$ cat config.mk
export PLATFORM = sky130hd
export DESIGN_NAME = bitonal_rle_encoder_flat
export DESIGN_NICKNAME = d
export VERILOG_FILES = /design/src/sv/brle_pkg.sv /design/src/sv/brle_if.sv /design/src/sv/brle_datapath.sv /design/src/sv/brle_ctrl.sv /design/src/sv/bitonal_rle_encoder.sv /design/src/flat_wrapper.sv
export SDC_FILE = /design/constraint.sdc
export NUM_CORES = 1
export LEC_CHECK = 0
export ABC_AREA = 0
export BUFFER_PORTS_ARGS = -buffer_cell sky130_fd_sc_hd__buf_2
export CORE_MARGIN = 2
export CORE_UTILIZATION = 45
export CTS_CLUSTER_SIZE = 24
export DETAILED_ROUTE_END_ITERATION = 8
export GPL_ROUTABILITY_DRIVEN = 0
export GPL_TIMING_DRIVEN = 0
export PLACE_DENSITY = 0.74
export SLEW_MARGIN = 20
export SYNTH_ARGS = -nofsm -noshare
export SYNTH_HDL_FRONTEND = slang
export SYNTH_SLANG_ARGS = --single-unit
$ cat constraint.sdc
create_clock -name clk -period 6.1 [get_ports clk]
set_input_delay 0.305 -clock clk [delete_from_list [all_inputs] [get_ports clk]]
set_output_delay 0.305 -clock clk [all_outputs]
set_load 0.05 [all_outputs]
$ cat src/sv/brle_pkg.sv
// Shared types and constants of the bitonal run-length encoder.
package brle_pkg;

	localparam int unsigned RAW_W    = 8;
	localparam int unsigned CODE_W   = 8;
	localparam int unsigned WIDTH_W  = 16;
	localparam int unsigned PIX_CNT_W = 3;

	localparam logic [PIX_CNT_W-1:0] LAST_PIXEL = 3'd7;

	localparam logic [WIDTH_W-1:0] SHORT_LIMIT = 16'd192;
	localparam logic [WIDTH_W-1:0] SPLIT_LIMIT = 16'd16384;
	localparam logic [WIDTH_W-1:0] SPLIT_CHUNK = 16'd16383;
	localparam logic [1:0]         LONG_PREFIX = 2'b11;
	localparam logic [CODE_W-1:0]  SPLIT_BYTE  = 8'hFF;
	localparam logic [CODE_W-1:0]  ZERO_RUN    = 8'h00;

	typedef struct packed {
		logic load;
		logic px_step;
		logic emit_go;
		logic flush_go;
	} brle_cmd_t;

	typedef struct packed {
		logic chg;
		logic rowend;
		logic last_px;
		logic run_last;
		logic pend_end;
		logic hold_valid;
		logic out_free;
	} brle_sts_t;

endpackage

$ cat src/sv/brle_if.sv
// Valid/ready channel interfaces for raster input and code output.
interface brle_in_if;
	logic       valid;
	logic       ready;
	logic [7:0] raw_byte;

	modport source (output valid, output raw_byte, input ready);
	modport sink (input valid, input raw_byte, output ready);
endinterface

interface brle_out_if;
	logic       valid;
	logic       ready;
	logic [7:0] code_byte;
	logic       end_of_row;
	logic       last_of_item;

	modport source (output valid, output code_byte, output end_of_row, output last_of_item,
		input ready);
	modport sink (input valid, input code_byte, input end_of_row, input last_of_item,
		output ready);
endinterface

$ cat src/sv/brle_datapath.sv
// Pixel scan, run counting, run-length code generation and output register.
module brle_datapath (
	input  logic                           clk,
	input  logic                           arst_n,
	input  logic                           cfg_we,
	input  logic [brle_pkg::WIDTH_W-1:0]   cfg_wdata,
	input  logic [brle_pkg::RAW_W-1:0]     raw_byte,
	input  brle_pkg::brle_cmd_t            cmd,
	output brle_pkg::brle_sts_t            sts,
	input  logic                           out_ready,
	output logic                           out_valid,
	output logic [brle_pkg::CODE_W-1:0]    code_byte,
	output logic                           end_of_row,
	output logic                           last_of_item
);
	import brle_pkg::*;

	typedef enum logic [2:0] {PH_SHORT, PH_HI, PH_LO, PH_SP0, PH_SP1, PH_SP2} phase_t;

	function automatic phase_t first_phase(input logic [WIDTH_W-1:0] len);
		phase_t ph;
		if (len >= SPLIT_LIMIT) begin
			ph = PH_SP0;
		end else if (len < SHORT_LIMIT) begin
			ph = PH_SHORT;
		end else begin
			ph = PH_HI;
		end
		return ph;
	endfunction

	logic [WIDTH_W-1:0]   width_q;
	logic [WIDTH_W-1:0]   col_q;
	logic [WIDTH_W-1:0]   run_q;
	logic                 colour_q;
	logic [RAW_W-1:0]     sh_q;
	logic [PIX_CNT_W-1:0] cnt_q;
	logic [WIDTH_W-1:0]   len_q;
	phase_t               phase_q;
	logic                 eor_q;
	logic                 pend_q;
	logic                 hold_valid_q;
	logic [CODE_W-1:0]    hold_byte_q;
	logic                 hold_eor_q;
	logic                 out_valid_q;
	logic [CODE_W-1:0]    out_byte_q;
	logic                 out_eor_q;
	logic                 out_last_q;

	logic                 px;
	logic                 chg;
	logic                 rowend;
	logic [WIDTH_W-1:0]   w_eff;
	logic [WIDTH_W-1:0]   run_plus;
	logic [WIDTH_W-1:0]   len_split;
	logic [CODE_W-1:0]    cur_byte;
	logic                 run_last;
	logic                 out_free;
	logic                 push;

	assign px        = sh_q[RAW_W-1];
	assign chg       = px != colour_q;
	assign w_eff     = (width_q == '0) ? WIDTH_W'(1) : width_q;
	assign rowend    = ({1'b0, col_q} + (WIDTH_W+1)'(1)) >= {1'b0, w_eff};
	assign run_plus  = run_q + WIDTH_W'(1);
	assign len_split = len_q - SPLIT_CHUNK;
	assign run_last  = (phase_q == PH_SHORT) || (phase_q == PH_LO);
	assign out_free  = !out_valid_q || out_ready;
	assign push      = hold_valid_q && (cmd.emit_go || cmd.flush_go);

	always_comb begin
		unique case (phase_q)
			PH_SHORT: cur_byte = len_q[CODE_W-1:0];
			PH_HI:    cur_byte = {LONG_PREFIX, len_q[13:8]};
			PH_LO:    cur_byte = len_q[CODE_W-1:0];
			PH_SP0:   cur_byte = SPLIT_BYTE;
			PH_SP1:   cur_byte = SPLIT_BYTE;
			PH_SP2:   cur_byte = ZERO_RUN;
			default:  cur_byte = ZERO_RUN;
		endcase
	end

	always_comb begin
		sts.chg        = chg;
		sts.rowend     = rowend;
		sts.last_px    = cnt_q == LAST_PIXEL;
		sts.run_last   = run_last;
		sts.pend_end   = pend_q;
		sts.hold_valid = hold_valid_q;
		sts.out_free   = out_free;
	end

	always_ff @(posedge clk or negedge arst_n) begin
		if (!arst_n) begin
			width_q      <= WIDTH_W'(1);
			col_q        <= '0;
			run_q        <= '0;
			colour_q     <= 1'b0;
			sh_q         <= '0;
			cnt_q        <= '0;
			len_q        <= '0;
			phase_q      <= PH_SHORT;
			eor_q        <= 1'b0;
			pend_q       <= 1'b0;
			hold_valid_q <= 1'b0;
			hold_byte_q  <= '0;
			hold_eor_q   <= 1'b0;
			out_valid_q  <= 1'b0;
			out_byte_q   <= '0;
			out_eor_q    <= 1'b0;
			out_last_q   <= 1'b0;
		end else begin
			if (cfg_we) begin
				width_q <= cfg_wdata;
			end
			if (cmd.load) begin
				sh_q  <= raw_byte;
				cnt_q <= '0;
			end
			if (cmd.px_step) begin
				sh_q  <= {sh_q[RAW_W-2:0], 1'b0};
				cnt_q <= cnt_q + PIX_CNT_W'(1);
				col_q <= rowend ? '0 : col_q + WIDTH_W'(1);
				if (chg) begin
					len_q    <= run_q;
					phase_q  <= first_phase(run_q);
					eor_q    <= 1'b0;
					pend_q   <= rowend;
					run_q    <= WIDTH_W'(1);
					colour_q <= px;
				end else if (rowend) begin
					len_q    <= run_plus;
					phase_q  <= first_phase(run_plus);
					eor_q    <= 1'b1;
					pend_q   <= 1'b0;
					run_q    <= '0;
					colour_q <= 1'b0;
				end else begin
					run_q <= run_plus;
				end
			end
			if (cmd.emit_go) begin
				hold_valid_q <= 1'b1;
				hold_byte_q  <= cur_byte;
				hold_eor_q   <= eor_q && run_last;
				unique case (phase_q)
					PH_SP0: phase_q <= PH_SP1;
					PH_SP1: phase_q <= PH_SP2;
					PH_SP2: begin
						len_q   <= len_split;
						phase_q <= first_phase(len_split);
					end
					PH_HI:  phase_q <= PH_LO;
					PH_SHORT, PH_LO: begin
						if (pend_q) begin
							len_q    <= run_q;
							phase_q  <= first_phase(run_q);
							eor_q    <= 1'b1;
							pend_q   <= 1'b0;
							run_q    <= '0;
							colour_q <= 1'b0;
						end
					end
					default: phase_q <= PH_SHORT;
				endcase
			end
			if (cmd.flush_go) begin
				hold_valid_q <= 1'b0;
			end
			if (push) begin
				out_valid_q <= 1'b1;
				out_byte_q  <= hold_byte_q;
				out_eor_q   <= hold_eor_q;
				out_last_q  <= cmd.flush_go;
			end else if (out_ready) begin
				out_valid_q <= 1'b0;
			end
		end
	end

	assign out_valid    = out_valid_q;
	assign code_byte    = out_byte_q;
	assign end_of_row   = out_eor_q;
	assign last_of_item = out_last_q;

endmodule

$ cat src/sv/brle_ctrl.sv
// Controller state machine that sequences input, pixel scan, code emission and flush.
module brle_ctrl (
	input  logic                clk,
	input  logic                arst_n,
	input  logic                in_valid,
	output logic                in_ready,
	input  brle_pkg::brle_sts_t sts,
	output brle_pkg::brle_cmd_t cmd
);
	import brle_pkg::*;

	typedef enum logic [1:0] {ST_IDLE, ST_PIXEL, ST_EMIT, ST_FLUSH} state_t;

	state_t state_q;
	logic   px_done_q;

	always_comb begin
		cmd          = '0;
		in_ready     = 1'b0;
		unique case (state_q)
			ST_IDLE: begin
				in_ready = 1'b1;
				cmd.load = in_valid;
			end
			ST_PIXEL: cmd.px_step = 1'b1;
			ST_EMIT:  cmd.emit_go = sts.out_free;
			ST_FLUSH: cmd.flush_go = sts.out_free || !sts.hold_valid;
			default: ;
		endcase
	end

	always_ff @(posedge clk or negedge arst_n) begin
		if (!arst_n) begin
			state_q   <= ST_IDLE;
			px_done_q <= 1'b0;
		end else begin
			unique case (state_q)
				ST_IDLE: begin
					if (in_valid) begin
						state_q   <= ST_PIXEL;
						px_done_q <= 1'b0;
					end
				end
				ST_PIXEL: begin
					if (sts.chg || sts.rowend) begin
						state_q   <= ST_EMIT;
						px_done_q <= sts.rowend || sts.last_px;
					end else if (sts.last_px) begin
						state_q <= ST_FLUSH;
					end
				end
				ST_EMIT: begin
					if (sts.out_free && sts.run_last && !sts.pend_end) begin
						state_q <= px_done_q ? ST_FLUSH : ST_PIXEL;
					end
				end
				ST_FLUSH: begin
					if (cmd.flush_go) begin
						state_q <= ST_IDLE;
					end
				end
				default: state_q <= ST_IDLE;
			endcase
		end
	end

endmodule

$ cat src/sv/bitonal_rle_encoder.sv
// Top level of the bitonal run-length encoder.
//   Channel  Dir  Payload                                    Transfer
//   pix      in   raw_byte[7:0]                              valid & ready
//   code     out  code_byte[7:0], end_of_row, last_of_item   valid & ready
//   cfg      in   cfg_wdata[15:0] (image width)              cfg_we
// A byte is taken in the idle state and scanned pixel by pixel up to the row end or
// its last pixel; each run goes out as code bytes, and a flush releases the last one.
// The scan loop shares one pixel datapath and one code byte generator.
// Reset clears the position, run and colour and sets the width to 1.
// A stalled output register holds back code generation and so the next input transfer.
module bitonal_rle_encoder (
	input  logic                         clk,
	input  logic                         arst_n,
	input  logic                         cfg_we,
	input  logic [brle_pkg::WIDTH_W-1:0] cfg_wdata,
	brle_in_if.sink                      pix,
	brle_out_if.source                   code
);
	import brle_pkg::*;

	brle_cmd_t cmd;
	brle_sts_t sts;

	brle_ctrl u_ctrl (
		.clk      (clk),
		.arst_n   (arst_n),
		.in_valid (pix.valid),
		.in_ready (pix.ready),
		.sts      (sts),
		.cmd      (cmd)
	);

	brle_datapath u_dp (
		.clk          (clk),
		.arst_n       (arst_n),
		.cfg_we       (cfg_we),
		.cfg_wdata    (cfg_wdata),
		.raw_byte     (pix.raw_byte),
		.cmd          (cmd),
		.sts          (sts),
		.out_ready    (code.ready),
		.out_valid    (code.valid),
		.code_byte    (code.code_byte),
		.end_of_row   (code.end_of_row),
		.last_of_item (code.last_of_item)
	);

endmodule

$ cat src/flat_wrapper.sv
// flat-port wrapper written by rule: the top's interface ports become plain ports
module bitonal_rle_encoder_flat import brle_pkg::*;
  (clk, arst_n, cfg_we, cfg_wdata, pix_valid, pix_raw_byte, pix_ready, code_valid, code_code_byte, code_end_of_row, code_last_of_item, code_ready);
  brle_in_if pix_i ();
  brle_out_if code_i ();
  input  logic clk;
  input  logic arst_n;
  input  logic cfg_we;
  input  logic [brle_pkg::WIDTH_W-1:0] cfg_wdata;
  input wire logic [$bits(pix_i.valid)-1:0] pix_valid;
  input wire logic [$bits(pix_i.raw_byte)-1:0] pix_raw_byte;
  output wire logic [$bits(pix_i.ready)-1:0] pix_ready;
  output wire logic [$bits(code_i.valid)-1:0] code_valid;
  output wire logic [$bits(code_i.code_byte)-1:0] code_code_byte;
  output wire logic [$bits(code_i.end_of_row)-1:0] code_end_of_row;
  output wire logic [$bits(code_i.last_of_item)-1:0] code_last_of_item;
  input wire logic [$bits(code_i.ready)-1:0] code_ready;
  assign pix_i.valid = pix_valid;
  assign pix_i.raw_byte = pix_raw_byte;
  assign pix_ready = pix_i.ready;
  assign code_valid = code_i.valid;
  assign code_code_byte = code_i.code_byte;
  assign code_end_of_row = code_i.end_of_row;
  assign code_last_of_item = code_i.last_of_item;
  assign code_i.ready = code_ready;
  bitonal_rle_encoder u_core (.clk(clk), .arst_n(arst_n), .cfg_we(cfg_we), .cfg_wdata(cfg_wdata), .pix(pix_i), .code(code_i));
endmodule
## Word level (Yosys, flattened, before mapping)

Cells that the tools add are included.

- Add/sub/neg operators: 5
- Order comparisons: 7
- Equal/unequal tests: 15
- Multiplexer cells: 68
- Reductions and logical operators: 24

Operators with widths:

| kind | count |
|---|---|
| two-way mux 16 bit | 13 |
| >= comparator 16 x 15 -> 1 bit, second input constant | 3 |
| less-than comparator 16 x 8 -> 1 bit, second input constant | 3 |
| adder 16 x 1 -> 16 bit, second input constant | 2 |
| two-way mux 1 bit | 32 |
| case mux 16 bit (2 select lines) | 1 |
| case mux 8 bit (3 select lines) | 1 |
| two-way mux 3 bit | 7 |
| two-way mux 2 bit | 9 |
| adder 16 x 1 -> 17 bit, second input constant | 1 |
| >= comparator 17 x 16 -> 1 bit | 1 |
| zero test 16 bit | 1 |
| two-way mux 8 bit | 2 |
| subtractor 16 x 14 -> 16 bit, second input constant | 1 |
| case mux 3 bit (5 select lines) | 1 |
| equality test 3 bit, second input constant | 3 |
| inequality test 2 bit, second input constant | 4 |
| case mux 2 bit (4 select lines) | 1 |
| nonzero test 2 bit | 4 |
| equality test 3 x 2 -> 1 bit, second input constant | 2 |
| logical OR 1 bit | 6 |
| equality test 2 bit, second input constant | 2 |
| logical AND 1 bit | 4 |
| AND reduction 4 bit | 1 |
| other kinds (11) | 14 |

- Register bits: 105
- Input port bits: 29
- Logic and storage cells: 138

## Logic depth before layout (Yosys ltp)

Gate-level depths: netlist of the first run.

- Word-level depth: 10
- Depth in mapped cells: 16

## Cells and area by module

A second synthesis of the first run with hierarchy kept.

- Cell total of the unflattened synthesis: 796
- Area total of the unflattened synthesis: 6827.8 µm²

By module, submodules not included:

| module | instances | cells an instance | area each (µm²) | seq. area each (µm²) |
|---|---|---|---|---|
| brle_datapath | 1 | 768 | 6552.5 | 2553.7 |
| brle_ctrl | 1 | 28 | 275.3 | 75.1 |

## Least setup slack after synthesis of the first run

Ideal clock, no wire load.

- Path kind: register to register
- Start: register u_core.u_dp.col_q[2]
- End: register u_core.u_dp.len_q[10]
- Setup time: 126 ps
- Arrival time: 3430 ps
- Setup slack: 2544 ps
- Stages on the path, launching flop included: 14
- Buffers on the path: 0
- Cell sequence: dfrtp_1 -> and2_1 -> nand4_1 -> or2_2 -> nor2_1 -> nand3_1 -> xnor2_1 -> ha_1 -> nand3_1 -> or2_2 -> o211ai_1 -> nand3_1 -> o2bb2ai_1 -> a221o_1

- Longest elaborated chain between the ends: 8

Ends and longest elaborated chain:

| element | line | source |
|---|---|---|
| start: declaration | brle_datapath.sv:33 | `logic [WIDTH_W-1:0] col_q;` |
| start signal: assignment | brle_datapath.sv:123 | `col_q <= rowend ? '0 : col_q + WIDTH_W'(1);` |
| adder 16 x 1 -> 17 bit (*) | brle_datapath.sv:64 | `assign rowend = ({1'b0, col_q} + (WIDTH_W+1)'(1)) >= {1'b0, w_eff};` |
| >= comparator 17 x 16 -> 1 bit (*) | brle_datapath.sv:64 |  |
| two-way mux 16 bit (*) | brle_datapath.sv:131 | `end else if (rowend) begin` |
| two-way mux 16 bit (*) | brle_datapath.sv:124 | `if (chg) begin` |
| two-way mux 16 bit (*) | brle_datapath.sv:120 | `if (cmd.px_step) begin` |
| two-way mux 16 bit | brle_datapath.sv:155 | `if (pend_q) begin` |
| case mux 16 bit (2 select lines) | brle_datapath.sv:146 | `unique case (phase_q)` |
| two-way mux 16 bit (*) | brle_datapath.sv:142 | `if (cmd.emit_go) begin` |
| end signal: assignment | brle_datapath.sv:125 | `len_q <= run_q;` |
| end signal: assignment | brle_datapath.sv:150 | `len_q <= len_split;` |
| end signal: assignment | brle_datapath.sv:156 | `len_q <= run_q;` |
| end: declaration | brle_datapath.sv:38 | `logic [WIDTH_W-1:0] len_q;` |

Mark *: on every way between the ends. The rest lies on a longest branch, timed or not.
A chain may end at the register's enable or synchronous reset.

## Worst setup path after layout of the first run

- Start: register u_core.u_dp.col_q[2]
- End: register u_core.u_dp.len_q[2]

Same word-level chain as after synthesis.

==> flow_metrics.tcl, run 1 <==
set metrics [dict create \
    coreArea_um2 14400 \
    critical_path.top_delay_family "simple AND/OR/NAND/NOR gates" \
    drive_gt1_share_pct 12.7 \
    fin_area_um2 7280 \
    timing.final.crit_share_pct 75.7 \
    synth_ff_type "dfrtp_1" \
    timing.fmax_ghz 0.217 \
    yosys_register_bits 105 \
    grt_pass1_vias 5523 \
    wl_per_cell_um 17.7 \
    worstMarginPinSlew_ps 936 \
    synthCells 762 \
    dr.pass1.iters 5 \
    critPathArrivalTime_ps 4830 \
    fillerInstances 1383 \
    die_h_um 125 \
    placed_cell_area_um2 7000 \
    vias 6035 \
    rows 44 \
    hp-class "in2reg" \
    critPathLaunchType "flip-flop" \
    clock-root-buffer "clkbuf_16" \
    ir_worst_vdd_mv 0.188 \
    drc 0 \
    ctsResizeCount 0 \
    seq_area_um2 2630 \
    syn_avg_cell_area_um2 8.58 \
    drv_slew 0 \
    numPlacedInstances 987 \
    setup_viol 0 \
    path_class "reg2reg" \
    nets 866 \
    rr_worst_depth 16 \
    insertion_delay_ps 350 \
    outcome "finished clean" \
    cap_violations 0 \
    diodes 0 \
    synth-seq-area-share_pct 40.2 \
    syn2layout_area_growth_pct 11.4 \
    cts_tree "done" \
    grt_pass1_wl_um 29100 \
    worstPathCellList "and2_1 > nand4_1 > or2_2 > nor2_1 > nand3_1 > xnor2_1 > ha_1 > nand3_1 > nor4_1 > a211oi_1 > o211a_1 > clkbuf_1 > clkbuf_1 > o21ai_0 > a32oi_1 > o22ai_1" \
    drt_iter0_markers 739 \
    yosys.area.top_type_share_pct 39.8 \
    grt_max_degree 54 \
    relSlewSlack_pct 37.3 \
    rsz0062_at_grt "no" \
    dp_hpwl_um 12900 \
    cts_buffers 9 \
    yosys_warnings 0 \
    leakagePower_uw 0.00314 \
    cp_max_fo 10 \
    worstHoldEndpoint "u_core.u_dp.width_q[13]$_DFFE_PN0P_" \
    dieArea_um2 15500 \
    r2r-start "u_core.u_dp.col_q[2]$_DFFE_PN0P_" \
    clockBufferDepth 2 \
    crit_required_ps 6310 \
    powerDensity_nw_per_um2 424 \
    finalClockSkew_ps 7.24 \
    r2r_slack_ps 1480 \
    grtUsageTotal_pct 23.1 \
    wirelength_um 17800 \
    worstHoldStart "cfg_wdata[13]" \
    fin_setup_tns_ps 0 \
    antenna_found_initial 0 \
    finalCriticalPeriod_ps 4620 \
    io-pin-count 41 \
    mappedNetlistArea_um2 6540 \
    synth_edf_count 0 \
    slowest_stage "clkbuf_1" \
    finalHoldViolations 0 \
    gr-total-overflow 0 \
    worstSetupEndpointType "flip-flop" \
    port_buffers 40 \
    clkSinkCount 105 \
    htree_levels 3 \
    ys_types 71 \
    postRouteAntennaNets 0 \
    synth_top_area_cell "dfrtp_1" \
    max_stage_delay_ps 550 \
    multi_input_area_um2 3530 \
    async_reset_ff_share_pct 100 \
    cts.clk_slew.worst_paths_ps 70 \
    hold_depth 3 \
    instances_no_fill 1003 \
    routed_via_density 6.02 \
    reg2reg_to "u_core.u_dp.len_q[2]$_DFF_PN0_" \
    critPathBufInv 2 \
    initial_utilization_pct 45.5 \
    die_x_um 125 \
    syn-num-nets 813 \
    yosys-top-cells-area "dfrtp_1 40%, o21ai_0 5.8%, nand2_1 5.7%" \
]
[metrics by stage]
| stage | utilization [%] | setup slack (ps) | total power [uW] | hold slack, ps |
|---|---|---|---|---|
| global placement | 48.5 | 1690 | 2480 | 462 |
| floorplan | - | 2540 | 2080 | 9.41 |
| CTS | 50.7 | 1600 | 3070 | 159 |
| finish | 50.7 | 1480 | 3090 | 159 |
| global route | 50.7 | 1210 | 3290 | 180 |
| detailed placement | 48.7 | 1690 | 2520 | 289 |
[report_power, final]
group | switching [uW] | total, uW | internal (uW)
Clock | 261 | 548 | 287
Combinational | 955 | 1440 | 485
Sequential | 195 | 1100 | 904
Total | 1410 | 3090 | 1680
[layout make-up]
class	count	area share, %
clock inverter	4	0.395
sequential	105	36.1
tap	184	3.16
multi-input combinational	573	48.5
clock buffer	11	3.33
buffer	56	3.76
timing repair buffer	42	3.35
inverter	28	1.44
[state kept, by name (all words and copies together), names as in the netlist, 3 cells and up]
signal and count:
u_core.u_dp.cnt_q 3, u_core.u_dp.code_byte 8, u_core.u_dp.col_q 16, u_core.u_dp.hold_byte_q 8, u_core.u_dp.len_q 16, u_core.u_dp.phase_q 3
u_core.u_dp.run_q 16, u_core.u_dp.sh_q 8, u_core.u_dp.width_q 16
[layout by cell type (no fill, tap or decap), types with 4 or more instances in the layout]
cell type	instances
dfrtp_1	104
nand2_1	99
o21ai_0	76
nor2_1	57
a21oi_1	50
buf_2	49
nand3_1	40
clkbuf_1	33
inv_1	28
xnor2_1	22
ha_1	22
nand4_1	15
nor4_1	14
nor3_1	13
mux2_2	12
a22oi_1	10
o221ai_1	10
xor2_1	9
clkbuf_16	9
a211oi_1	8
mux2i_1	8
nand2b_1	7
or2_2	6
buf_6	6
o31ai_1	6
o22ai_1	6
and4_1	5
and3_1	5
a221o_1	5
a21o_1	4
buf_1	4
nor2b_1	4
o211ai_1	4
or3_1	4
[how the worst max path moves through the flow]
stage | start | to | slack (ps) | cells past startpoint
floorplan | u_core.u_dp.col_q[2]$_DFFE_PN0P_ | u_core.u_dp.len_q[10]$_DFF_PN0_ | 2540 | 13
global placement | u_core.u_dp.col_q[2]$_DFFE_PN0P_ | u_core.u_dp.len_q[2]$_DFF_PN0_ | 1690 | 16
detailed placement | u_core.u_dp.col_q[2]$_DFFE_PN0P_ | u_core.u_dp.len_q[2]$_DFF_PN0_ | 1690 | 16
CTS | u_core.u_dp.col_q[2]$_DFFE_PN0P_ | u_core.u_dp.len_q[2]$_DFF_PN0_ | 1600 | 16
global route | u_core.u_dp.col_q[2]$_DFFE_PN0P_ | u_core.u_dp.len_q[2]$_DFF_PN0_ | 1210 | 16
finish | u_core.u_dp.col_q[2]$_DFFE_PN0P_ | u_core.u_dp.len_q[2]$_DFF_PN0_ | 1480 | 16
[per-layer routing]
layer / vias up / global-route usage, % / wire length (um)
met3: 38 / 5.20 / 1660
met2: 301 / 34.3 / 7550
met5: - / 0 / 0
li1: 2863 / - / -
met4: 0 / 6.74 / 443
met1: 2833 / 33.8 / 8110
[repair_timing]
action                                  in CTS  in global routing
buffers inserted                             0                  0
hold buffers                                 1                  0
endpoints found under the setup margin       0                  0
hold endpoints to repair                    51                  0
[worst register-to-register path, stage by stage, from the launching register on]
cell and delay, ps:
dfrtp_1 430, and2_1 170, nand4_1 320, or2_2 460, nor2_1 200, nand3_1 120, xnor2_1 240, ha_1 290
nand3_1 120, nor4_1 70, a211oi_1 380, o211a_1 210, clkbuf_1 420, clkbuf_1 550, o21ai_0 160, a32oi_1 230
o22ai_1 110
[cell families (layout without fill, tap and decap cells)]
family	Yosys count	in the layout	synth area share, %
flip-flops	105	105	40.2
buffers and inverters	84	141	5.80
adder cells (fa/ha/maj)	22	22	4.21
multiplexers	21	21	3.64
XOR/XNOR	31	31	4.15
AO/OA/AOI/OAI	213	213	20.6
AND/OR/NAND/NOR	286	286	21.4
[cells in the mapped netlist, types with 6 or more instances]
| master | count |
|---|---|
| mux2_2 | 12 |
| nor2_1 | 57 |
| mux2i_1 | 8 |
| inv_1 | 28 |
| o21ai_0 | 76 |
| or2_2 | 6 |
| o22ai_1 | 6 |
| nand3_1 | 40 |
| buf_2 | 10 |
| a22oi_1 | 10 |
| nand2_1 | 99 |
| o31ai_1 | 6 |
| nand2b_1 | 7 |
| nor3_1 | 13 |
| clkbuf_1 | 32 |
| xor2_1 | 9 |
| ha_1 | 22 |
| o221ai_1 | 10 |
| a21oi_1 | 50 |
| dfrtp_1 | 104 |
| a211oi_1 | 8 |
| nor4_1 | 14 |
| xnor2_1 | 22 |
| nand4_1 | 15 |
Power figures use the tool's default switching activity.
==> run 2: changes to the inputs <==
- PLACE_DENSITY: 0.74 -> 0.76
- clock period: 6.1 -> 3.81 ns (I/O delays scaled with it)
==> flow_metrics.tcl, run 2 (synthesis results as in run 1) <==
set metrics [dict create \
    crit_required_ps 4060 \
    timing.final.crit_share_pct 96.4 \
    coreArea_um2 14400 \
    hp-class "in2reg" \
    grt_max_degree 73 \
    outcome "finished clean" \
    dr.pass1.iters 6 \
    cap_violations 0 \
    relSlewSlack_pct 38.2 \
    powerDensity_nw_per_um2 683 \
    cts_tree "done" \
    setup_viol 0 \
    leakagePower_uw 0.00325 \
    p_clk_share_pct 17.8 \
    postRouteAntennaNets 0 \
    cts.clk_slew.worst_paths_ps 70 \
    clockBufferDepth 2 \
    die_x_um 125 \
    wirelength_um 18500 \
    switchingPower_uw 2360 \
    timing.final.ws_setup_ps 138 \
    htree_levels 3 \
    dp_hpwl_um 12700 \
    final_cell_mix "102 x dfrtp_1, 99 x nand2_1, 75 x o21ai_0" \
    dieArea_um2 15500 \
    critPathArrivalTime_ps 3930 \
    nets 878 \
    grtUsageTotal_pct 23.8 \
    gr-total-overflow 0 \
    antenna_found_initial 0 \
    path_class "reg2reg" \
    port_buffers 40 \
    routed_via_density 6.17 \
    placed_cell_area_um2 7000 \
    ir_worst_vdd_mv 0.355 \
    clock-root-buffer "clkbuf_16" \
    cts_buffers 9 \
    final_common_cell "dfrtp_1" \
    wl_per_cell_um 18.2 \
    drt_iter0_markers 812 \
    combPwrFrac_pct 47.9 \
    io-pin-count 41 \
    dp_slack_ps -710 \
    worstMarginPinSlew_ps 923 \
    drive_gt1_share_pct 17.1 \
    cp_max_fo 8 \
    initial_utilization_pct 45.5 \
    insertion_delay_ps 370 \
    clkSinkCount 105 \
    grt_pass1_vias 5822 \
    drv_slew 0 \
    grt_pass1_wl_um 29900 \
    worstSetupEndpointType "flip-flop" \
    drc 0 \
    fillerInstances 1308 \
    power_frac_seq_pct 34.2 \
    diodes 0 \
    finalHoldViolations 0 \
    rows 44 \
    finalClockSkew_ps 9.51 \
    timing.fmax_ghz 0.272 \
    intPower_uw 2790 \
    fin_util_pct 52.5 \
    syn2layout_area_growth_pct 15.4 \
    power.share.switching_pct 45.8 \
    worst_hold_slack_ps 31.0 \
    finalCriticalPeriod_ps 3670 \
    die_h_um 125 \
    vias 6269 \
    fin_setup_tns_ps 0 \
    fin_area_um2 7540 \
    critPathLaunchType "flip-flop" \
]
## run 2: cell count changes in the layout (fill, tap and decap cells not counted), moves of 3 or more
| cell | change |
|---|---|
| clkbuf_1 | -3 |
| nor2_1 | -5 |
| buf_4 | +15 |
| nor2_4 | +3 |
## run 2: worst paths after layout
kind,to,slack (ps),depth (start not counted),from
setup / recovery,u_core.u_dp.len_q[12]$_DFF_PN0_,140,14,u_core.u_dp.col_q[3]$_DFFE_PN0P_
max in group asynchronous,u_core.u_dp.width_q[0]$_DFFE_PN1P_,2830,3,arst_n
setup reg to reg,u_core.u_dp.len_q[12]$_DFF_PN0_,140,14,u_core.u_dp.col_q[3]$_DFFE_PN0P_
hold reg to reg,u_core.u_dp.hold_eor_q$_DFFE_PN0P_,480,2,u_core.u_dp.hold_eor_q$_DFFE_PN0P_
hold / removal,u_core.u_dp.width_q[15]$_DFFE_PN0P_,30,3,cfg_wdata[15]
min in group asynchronous,u_core.u_dp.run_q[9]$_DFF_PN0_,280,2,arst_n
## run 2: final cells by class
cell class	count	area, um^2	area share (%)
Buffer	54	272	3.60
Clock buffer	13	260	3.45
Clock inverter	3	23.8	0.315
Inverter	28	105	1.39
Multi-Input combinational cell	573	3670	48.7
Sequential cell	105	2630	34.9
Tap cell	184	230	3.05
Timing Repair Buffer	56	349	4.63
## run 2: power groups by stage
stage	Clock [uW]	Sequential [uW]	Combinational [uW]
after floorplan	0	1870	1470
after global placement	0	1750	2210
after detailed placement	0	1760	2270
after CTS	933	1750	2350
after global routing	980	1800	2680
final	920	1760	2470
## run 2: through the flow
stage / total power (uW) / instances
after floorplan: 3330 / 762
after global placement: 3960 / 986
after global routing: 5460 / 1016
after detailed placement: 4030 / 987
final: 5150 / 1016
after CTS: 5030 / 1009
## run 2: layer usage
layer	up-vias	GRT usage [%]	part of all wire [%]	routed length [um]
met5	-	0	0	0
met4	0	10.4	2.8	520
met3	44	6.27	10	1910
met2	367	35.0	44	8150
met1	2972	33.1	43	7920
li1	2886	-	-	-
## run 2: what timing repair did
action / 4_1_cts / 5_1_grt
buffers inserted: 7 / 8
hold endpoints to repair: 33 / 0
hold buffers: 1 / 0
setup endpoints to repair: 57 / 49
gates resized for setup: 13 / 24
pin swaps: 4 / 12
## run 2: critical path, cell delays in order, from the launching register on
cell	delay [ps]
dfrtp_1	440
and2_4	180
nand4_1	210
or2_4	330
nor2_4	130
nand3_1	130
xnor2_2	170
ha_1	300
nand3_1	130
or2_2	370
o211a_4	320
buf_4	150
nor3_2	90
a2bb2o_2	290
a221o_1	310
